## config.mk

```make
export PLATFORM = sky130hd
export DESIGN_NAME = rgb565_upscale_four_to_five_unit
export DESIGN_NICKNAME = d
export VERILOG_FILES = /design/src/hw/rtl/rgbup_pkg.sv /design/src/hw/rtl/rgbup_lane.sv /design/src/hw/rtl/rgbup_merge.sv /design/src/hw/rtl/rgbup_rowctl.sv /design/src/hw/rtl/rgb565_upscale_four_to_five_unit.sv
export SDC_FILE = /design/constraint.sdc
export NUM_CORES = 1
export LEC_CHECK = 0
export ABC_CLOCK_PERIOD_IN_PS = 19900
export BUFFER_PORTS_ARGS = -buffer_cell sky130_fd_sc_hd__buf_2
export CAP_MARGIN = 20
export CORE_MARGIN = 3
export CORE_UTILIZATION = 45
export DETAILED_ROUTE_END_ITERATION = 8
export PLACE_DENSITY = 0.68
export SLEW_MARGIN = 20
export SYNTH_ARGS = -nofsm -noshare
export SYNTH_HDL_FRONTEND = slang
export SYNTH_HIERARCHICAL = 1
export SYNTH_SLANG_ARGS = --single-unit
```

## constraint.sdc

```tcl
create_clock -name clk -period 19.9 [get_ports clk]
set_input_delay 0.995 -clock clk [delete_from_list [all_inputs] [get_ports clk]]
set_output_delay 0.995 -clock clk [all_outputs]
set_load 0.02 [all_outputs]
```

## src/hw/rtl/rgbup_pkg.sv

```systemverilog
// Shared types and constants for the RGB565 four-to-five upscaler.
package rgbup_pkg;

  localparam int ROW_BITS  = 10;
  localparam int WIDE_BITS = (ROW_BITS > 10) ? ROW_BITS : 10;
  localparam int LANES     = 4;

  localparam logic [31:0] PIX_MASK2 = 32'hF7DE_F7DE;
  localparam logic [11:0] ERR_MAX   = 12'd2047;

  typedef logic [31:0] word_t;

  typedef enum logic [2:0] {
    REG_ROW_STEP        = 3'd0,
    REG_ROW_MODULUS     = 3'd1,
    REG_BLEND_THRESHOLD = 3'd2,
    REG_OUT_ROWS        = 3'd3,
    REG_BLOCKS_PER_ROW  = 3'd4,
    REG_TOP_SKIP_ROWS   = 3'd5
  } reg_idx_t;

  typedef struct packed {
    logic [9:0] row_step;
    logic [9:0] row_modulus;
    logic [9:0] blend_threshold;
    logic [9:0] out_rows;
    logic [7:0] blocks_per_row;
    logic [7:0] top_skip_rows;
  } cfg_t;

  typedef struct packed {
    logic [9:0] next_src_row;
    logic       next_needs_below;
    logic       row_done;
    logic       frame_done;
  } row_status_t;

endpackage

```

## src/hw/rtl/rgbup_lane.sv

```systemverilog
// One pixel-pair lane: channel mask and optional vertical average.
module rgbup_lane
  import rgbup_pkg::*;
(
  input  word_t cur,
  input  word_t below,
  input  logic  blend,
  output word_t word
);

  word_t cur_m;
  word_t sum;

  assign cur_m = cur & PIX_MASK2;
  // halves are masked first, so per-channel sums cannot carry across channels
  assign sum   = (cur_m >> 1) + ((below & PIX_MASK2) >> 1);
  assign word  = blend ? (sum & PIX_MASK2) : cur_m;

endmodule

```

## src/hw/rtl/rgbup_merge.sv

```systemverilog
// Merge stage: spreads four lane words into five output words.
module rgbup_merge
  import rgbup_pkg::*;
(
  input  word_t lane_w [LANES],
  output word_t w0,
  output word_t w1,
  output word_t w2,
  output word_t w3,
  output word_t w4
);

  word_t ab, cd, ef, gh;

  assign ab = lane_w[0];
  assign cd = lane_w[1];
  assign ef = lane_w[2];
  assign gh = lane_w[3];

  assign w0 = ab;
  // low half: b/2 + c/2, high half: c
  assign w1 = (ab >> 17) + ((cd & 32'h0000_FFFF) >> 1) + (cd << 16);
  assign w2 = (cd >> 16) + (ef << 16);
  // low half: f, high half: f/2 + g/2
  assign w3 = (ef >> 16) + ((ef & 32'hFFFF_0000) >> 1) + ((gh & 32'h0000_FFFF) << 15);
  assign w4 = gh;

endmodule

```

## src/hw/rtl/rgbup_rowctl.sv

```systemverilog
// Column/row counters and Bresenham row error accumulator.
module rgbup_rowctl
  import rgbup_pkg::*;
(
  input  logic        clk,
  input  logic        rst_n,
  input  logic        advance,
  input  logic        sof,
  input  cfg_t        cfg,
  output logic        blend,
  output row_status_t status
);

  logic [7:0]          col_r, col_nxt;
  logic [9:0]          row_r, row_nxt;
  logic [10:0]         err_r, err_nxt;
  logic [ROW_BITS-1:0] src_r, src_nxt;

  logic [7:0]          col0;
  logic [9:0]          row0;
  logic [10:0]         err0;
  logic [ROW_BITS-1:0] src0;
  logic [8:0]          col_inc;
  logic [10:0]         row_inc;
  logic [11:0]         err_add;
  logic [11:0]         err_sub;
  logic                row_end;
  logic                frame_end;
  logic [ROW_BITS-1:0] rep_row;
  logic [WIDE_BITS-1:0] rep_wide;

  assign col0 = sof ? '0 : col_r;
  assign row0 = sof ? '0 : row_r;
  assign err0 = sof ? '0 : err_r;
  assign src0 = sof ? '0 : src_r;

  assign blend = err0 >= {1'b0, cfg.blend_threshold};

  always_comb begin
    col_inc = {1'b0, col0} + 9'd1;
    row_inc = {1'b0, row0} + 11'd1;
    err_add = {1'b0, err0} + {2'b00, cfg.row_step};
    err_sub = err_add;
    col_nxt = col_inc[7:0];
    row_nxt = row0;
    err_nxt = err0;
    src_nxt = src0;
    row_end   = 1'b0;
    frame_end = 1'b0;
    if (col_inc >= {1'b0, cfg.blocks_per_row}) begin
      col_nxt = '0;
      row_end = 1'b1;
      if (err_add >= {2'b00, cfg.row_modulus}) begin
        err_sub = err_add - {2'b00, cfg.row_modulus};
        src_nxt = src0 + ROW_BITS'(1);
      end
      err_nxt = (err_sub > ERR_MAX) ? ERR_MAX[10:0] : err_sub[10:0];
      row_nxt = row_inc[9:0];
      if (row_inc >= {1'b0, cfg.out_rows}) begin
        frame_end = 1'b1;
        row_nxt = '0;
        err_nxt = '0;
        src_nxt = '0;
      end
    end
  end

  assign rep_row  = src_nxt + ROW_BITS'(cfg.top_skip_rows);
  assign rep_wide = WIDE_BITS'(rep_row);
  // next_src_row, next_needs_below, row_done, frame_done
  assign status   = {rep_wide[9:0], err_nxt >= {1'b0, cfg.blend_threshold}, row_end, frame_end};

  always_ff @(posedge clk) begin
    if (!rst_n) begin
      col_r <= '0;
      row_r <= '0;
      err_r <= '0;
      src_r <= '0;
    end else if (advance) begin
      col_r <= col_nxt;
      row_r <= row_nxt;
      err_r <= err_nxt;
      src_r <= src_nxt;
    end
  end

endmodule

```

## src/hw/rtl/rgb565_upscale_four_to_five_unit.sv

```systemverilog
// Top level of the RGB565 four-to-five upscaler with vertical blending.
//
// Channel | Direction | Handshake            | Payload
// in      | input     | in_valid / in_ready  | start_of_frame, 4 current words, 4 words below
// out     | output    | out_valid / out_ready| 5 pixel words, next source row, status flags
// cfg     | input     | cfg_we               | cfg_index, cfg_wdata
//
// One block per cycle unless out_ready stalls; accept loads the output register.
// Latency is set by the single output register behind the four lanes and merge.
// A full output register still takes a new block when out_ready is high.
// Sync active-low reset clears counters, accumulator and out valid; loads cfg defaults.
module rgb565_upscale_four_to_five_unit
  import rgbup_pkg::*;
(
  input  logic        clk,
  input  logic        rst_n,
  input  logic        cfg_we,
  input  logic [2:0]  cfg_index,
  input  logic [9:0]  cfg_wdata,
  input  logic        in_valid,
  output logic        in_ready,
  input  logic        in_start_of_frame,
  input  logic [31:0] in_cur_w0,
  input  logic [31:0] in_cur_w1,
  input  logic [31:0] in_cur_w2,
  input  logic [31:0] in_cur_w3,
  input  logic [31:0] in_below_w0,
  input  logic [31:0] in_below_w1,
  input  logic [31:0] in_below_w2,
  input  logic [31:0] in_below_w3,
  output logic        out_valid,
  input  logic        out_ready,
  output logic [31:0] out_w0,
  output logic [31:0] out_w1,
  output logic [31:0] out_w2,
  output logic [31:0] out_w3,
  output logic [31:0] out_w4,
  output logic [9:0]  out_next_src_row,
  output logic        out_next_needs_below,
  output logic        out_row_done,
  output logic        out_frame_done
);

  cfg_t        cfg_r;
  logic        accept;
  logic        blend;
  row_status_t status;
  word_t       cur_w  [LANES];
  word_t       below_w[LANES];
  word_t       lane_w [LANES];
  word_t       m0, m1, m2, m3, m4;

  logic        out_valid_r;
  word_t       w0_r, w1_r, w2_r, w3_r, w4_r;
  row_status_t status_r;

  always_ff @(posedge clk) begin
    if (!rst_n) begin
      cfg_r.row_step        <= 10'd232;
      cfg_r.row_modulus     <= 10'd240;
      cfg_r.blend_threshold <= 10'd180;
      cfg_r.out_rows        <= 10'd240;
      cfg_r.blocks_per_row  <= 8'd40;
      cfg_r.top_skip_rows   <= 8'd8;
    end else if (cfg_we) begin
      case (cfg_index)
        REG_ROW_STEP:        cfg_r.row_step        <= cfg_wdata;
        REG_ROW_MODULUS:     cfg_r.row_modulus     <= cfg_wdata;
        REG_BLEND_THRESHOLD: cfg_r.blend_threshold <= cfg_wdata;
        REG_OUT_ROWS:        cfg_r.out_rows        <= cfg_wdata;
        REG_BLOCKS_PER_ROW:  cfg_r.blocks_per_row  <= cfg_wdata[7:0];
        REG_TOP_SKIP_ROWS:   cfg_r.top_skip_rows   <= cfg_wdata[7:0];
        default: ;
      endcase
    end
  end

  assign in_ready = !out_valid_r || out_ready;
  assign accept   = in_valid && in_ready;

  assign cur_w[0]   = in_cur_w0;
  assign cur_w[1]   = in_cur_w1;
  assign cur_w[2]   = in_cur_w2;
  assign cur_w[3]   = in_cur_w3;
  assign below_w[0] = in_below_w0;
  assign below_w[1] = in_below_w1;
  assign below_w[2] = in_below_w2;
  assign below_w[3] = in_below_w3;

  rgbup_rowctl u_rowctl (
    .clk     (clk),
    .rst_n   (rst_n),
    .advance (accept),
    .sof     (in_start_of_frame),
    .cfg     (cfg_r),
    .blend   (blend),
    .status  (status)
  );

  for (genvar i = 0; i < LANES; i++) begin : g_lane
    rgbup_lane u_lane (
      .cur   (cur_w[i]),
      .below (below_w[i]),
      .blend (blend),
      .word  (lane_w[i])
    );
  end

  rgbup_merge u_merge (
    .lane_w (lane_w),
    .w0     (m0),
    .w1     (m1),
    .w2     (m2),
    .w3     (m3),
    .w4     (m4)
  );

  always_ff @(posedge clk) begin
    if (!rst_n) begin
      out_valid_r <= 1'b0;
    end else if (in_ready) begin
      out_valid_r <= in_valid;
    end
  end

  always_ff @(posedge clk) begin
    if (accept) begin
      w0_r     <= m0;
      w1_r     <= m1;
      w2_r     <= m2;
      w3_r     <= m3;
      w4_r     <= m4;
      status_r <= status;
    end
  end

  assign out_valid            = out_valid_r;
  assign out_w0               = w0_r;
  assign out_w1               = w1_r;
  assign out_w2               = w2_r;
  assign out_w3               = w3_r;
  assign out_w4               = w4_r;
  assign out_next_src_row     = status_r.next_src_row;
  assign out_next_needs_below = status_r.next_needs_below;
  assign out_row_done         = status_r.row_done;
  assign out_frame_done       = status_r.frame_done;

  a_frame_implies_row: assert property (@(posedge clk) disable iff (!rst_n)
    out_valid |-> (!out_frame_done || out_row_done))
    else $error("frame_done without row_done");

  a_accept_fills_out: assert property (@(posedge clk) disable iff (!rst_n)
    accept |=> out_valid)
    else $error("accepted transaction did not reach output register");

  // after a frame ends the source row restarts at the skip offset
  a_frame_restart_row: assert property (@(posedge clk) disable iff (!rst_n)
    (out_valid && out_frame_done) |-> (out_next_src_row == {2'b00, cfg_r.top_skip_rows}))
    else $error("source row not restarted at end of frame");

endmodule
```

==> results.ini <==
[run_status]
run_status = completed

[clocking]
cts_tree = built
cts.repair.resized = 0
h-tree-depth = 2
cts_made_buffers = 34
holdBufCountCts = 0
insertion_delay_ps = 530
root_buffer = clkbuf_16
clk_pin_slew_worst_paths_ps = 60
cts.sinks = 269
cts_setup_buffers = 0
cts_buffer_depth = 3

[yosys]
synth_seq_cells = 269
synth-seq-area-share_pct = 36.0
synth_edf_count = 173
yosysWarnings = 6
synthFlopType = edfxtp_1
syn_area_per_cell_sq_um = 9.61
async_flop_share_pct = 0
ys_types = 92
syn_area_sq_um = 19800
synth_cells = 2056

[pwr]
combPwrFrac_pct = 22.8
power.leakage_uw = 0.00978
vdd_drop_max_mv = 0.0642
internal_power_uw = 1120
total_power_uw = 1600
seqPwrFrac_pct = 41.1
clkPwrFrac_pct = 36.1
p_sw_uw = 475
netSwitchingFraction_pct = 29.8
p_per_area_nw_per_um2 = 71.9

[worst_setup_path]
path_max_fanout = 49
worstRegToRegCells = 26
max_stage_delay_ps = 540
r2r-start = u_rowctl/err_r[1]
critPathKind = input pin to register
crit_arrival_ps = 7620
crit_start = in_start_of_frame
cp.required_ps = 20170
critPathLaunchType = input pin
end_kind = register
critPathSlowestCell = and2_2

[timing]
final_hold_viol_count = 0
fin_crit_sh_pct = 37.0
setup_viol = 0
setup_tns_ps = 0
tightestPinTransition_ps = 993
rsz0062_at_grt = false
slew_headroom_pct = 33.8
fmax_mhz = 136
worst_clock_skew_ps = 13.0
min_period_ps = 7350
drv_slew = 0

[global_route]
grt_max_degree = 82
grt-ovfl-total = 0
antenna_found_initial = 7
grt_pass1_wl_um = 82700
grt_pass1_vias = 15500
grt.total_usage_pct = 22.1

[floorplan]
coreArea_sq_um = 43300
rows = 76
start_util_pct = 45.7
die-area_sq_um = 46500
io-pin-count = 450
die_w_um = 216
die_h_um = 216

[detailed_routing]
drt_wl_total_um = 53400
vias = 16000
ant_nets = 0
routed_via_density = 5.49
drt_pre_antenna_iters = 5
route.detailed.wl_per_inst_um = 18.3
dr.first_iter.drc_count = 1106
drc = 0

[placement]
gp_congestion = 0.923
portBuffers = 401
dp_hpwl_um = 41600

[final_layout]
areaGrowthSynthToFinish_pct = 12.4
final_nets = 2795
drive_above_1_share_pct = 21.2
utilization_pct = 51.3

[hold_path]
worstHoldStart = cfg_r[14]
min_path_cells = 2
hold_path.class = register to register

[job]
drv_cap = 0

## logic make-up after synthesis
| logic type | synth area share [%] |
|---|---|
| AOI/OAI and AO/OA | 16.1 |
| xor gates and xnor gates | 3.95 |
| adders and majority gates | 15.0 |
| buffers and inverters | 10.1 |
| DFF | 36.0 |
| muxes | 3.60 |
| other | 0.0760 |
| and+or+nand+nor | 15.2 |
## routing by layer
layer | part of all wire, % | vias up | track usage, %
li1 | - | 7762 | -
met1 | 41 | 7560 | 27.0
met2 | 48 | 505 | 37.5
met3 | 6.1 | 133 | 4.29
met4 | 4.9 | 8 | 10.9
met5 | 0.10 | - | 0
## cell usage after synthesis, drive strengths merged, types with 53 or more instances
cell type	n	area share, %
buf	190	6.9
ha	189	12
nand2	174	3.3
edfxtp	173	26
inv	132	2.5
o21ai	107	2.7
nor2	102	1.9
a21oi	100	2.6
dfxtp	96	9.7
nor2b	90	2.8
mux2i	62	3.1
xnor2	61	2.7
nand3	53	1.3
## flip-flops by register name, indices dropped and copies added (netlist names)
register and count:
out_next_src_row 10, out_w3 32, u_rowctl/col_r 8, u_rowctl/src_r 10, out_w0 32, cfg_r 56
out_w2 32, u_rowctl/row_r 10, out_w4 32, u_rowctl/err_r 11, out_frame_done 1, out_next_needs_below 1
out_row_done 1, out_w1 32, out_valid 1
## critical path: cells and delay by family
family,cells,cell delay (ps)
compound gates,12,3160
xor+xnor,3,400
fa+ha+maj,3,750
buf+inv,4,820
mux,2,480
simple gates,6,980
## stage by stage
stage	area (sq um)	hold slack, ps	setup slack, ps	std cells
floorplan	19800	426	12550	2076
global placement	21200	434	12100	2851
detailed placement	21200	448	12060	2851
CTS	22200	457	12610	2908
global route	22200	476	12160	2910
finish	22200	456	12550	2910
## power groups by stage
stage	Clock, uW	Sequential (uW)	Combinational [uW]
after floorplan	0	712	226
after CTS	596	655	363
after global placement	0	666	351
final	576	655	365
after global routing	616	659	401
after detailed placement	0	667	362
## cell usage in the layout, fill, tap and decap left out, drive strengths merged, types with 17 or more instances in the layout
| master | synthesis | routed |
|---|---|---|
| a21oi | 100 | 100 |
| nand3 | 53 | 53 |
| a31oi | 38 | 38 |
| nand4 | 43 | 43 |
| ha | 189 | 189 |
| a22oi | 17 | 17 |
| xor2 | 28 | 28 |
| xnor2 | 61 | 61 |
| dfxtp | 96 | 96 |
| and2 | 17 | 17 |
| edfxtp | 173 | 173 |
| nand2 | 174 | 174 |
| o21ai | 107 | 107 |
| fa | 29 | 29 |
| a211o | 23 | 23 |
| clkbuf | 33 | 48 |
| inv | 132 | 133 |
| a21o | 46 | 46 |
| nand2b | 21 | 21 |
| buf | 190 | 413 |
| conb | 4 | 24 |
| mux2i | 62 | 62 |
| o21a | 17 | 17 |
| nor2 | 102 | 102 |
| nor2b | 90 | 90 |
## final timing paths
| kind | endpoint | slack (ps) |
|---|---|---|
| max | out_next_src_row[9] | 12550 |
| min reg2reg | cfg_r[14] | 460 |
| min | cfg_r[14] | 460 |
| max reg2reg | out_next_src_row[9] | 13300 |
## area by class of cell
type | count | area [sq um]
clock buffers | 48 | 980
multi-input cells | 1452 | 10700
well taps | 585 | 732
inverters | 132 | 495
clock inverters | 9 | 48.8
repair buffers | 413 | 2100
diodes | 2 | 5.00
flip-flops and latches | 269 | 7120
fillers | 4006 | 21100
No activity file was read; power rests on OpenSTA's default activity.
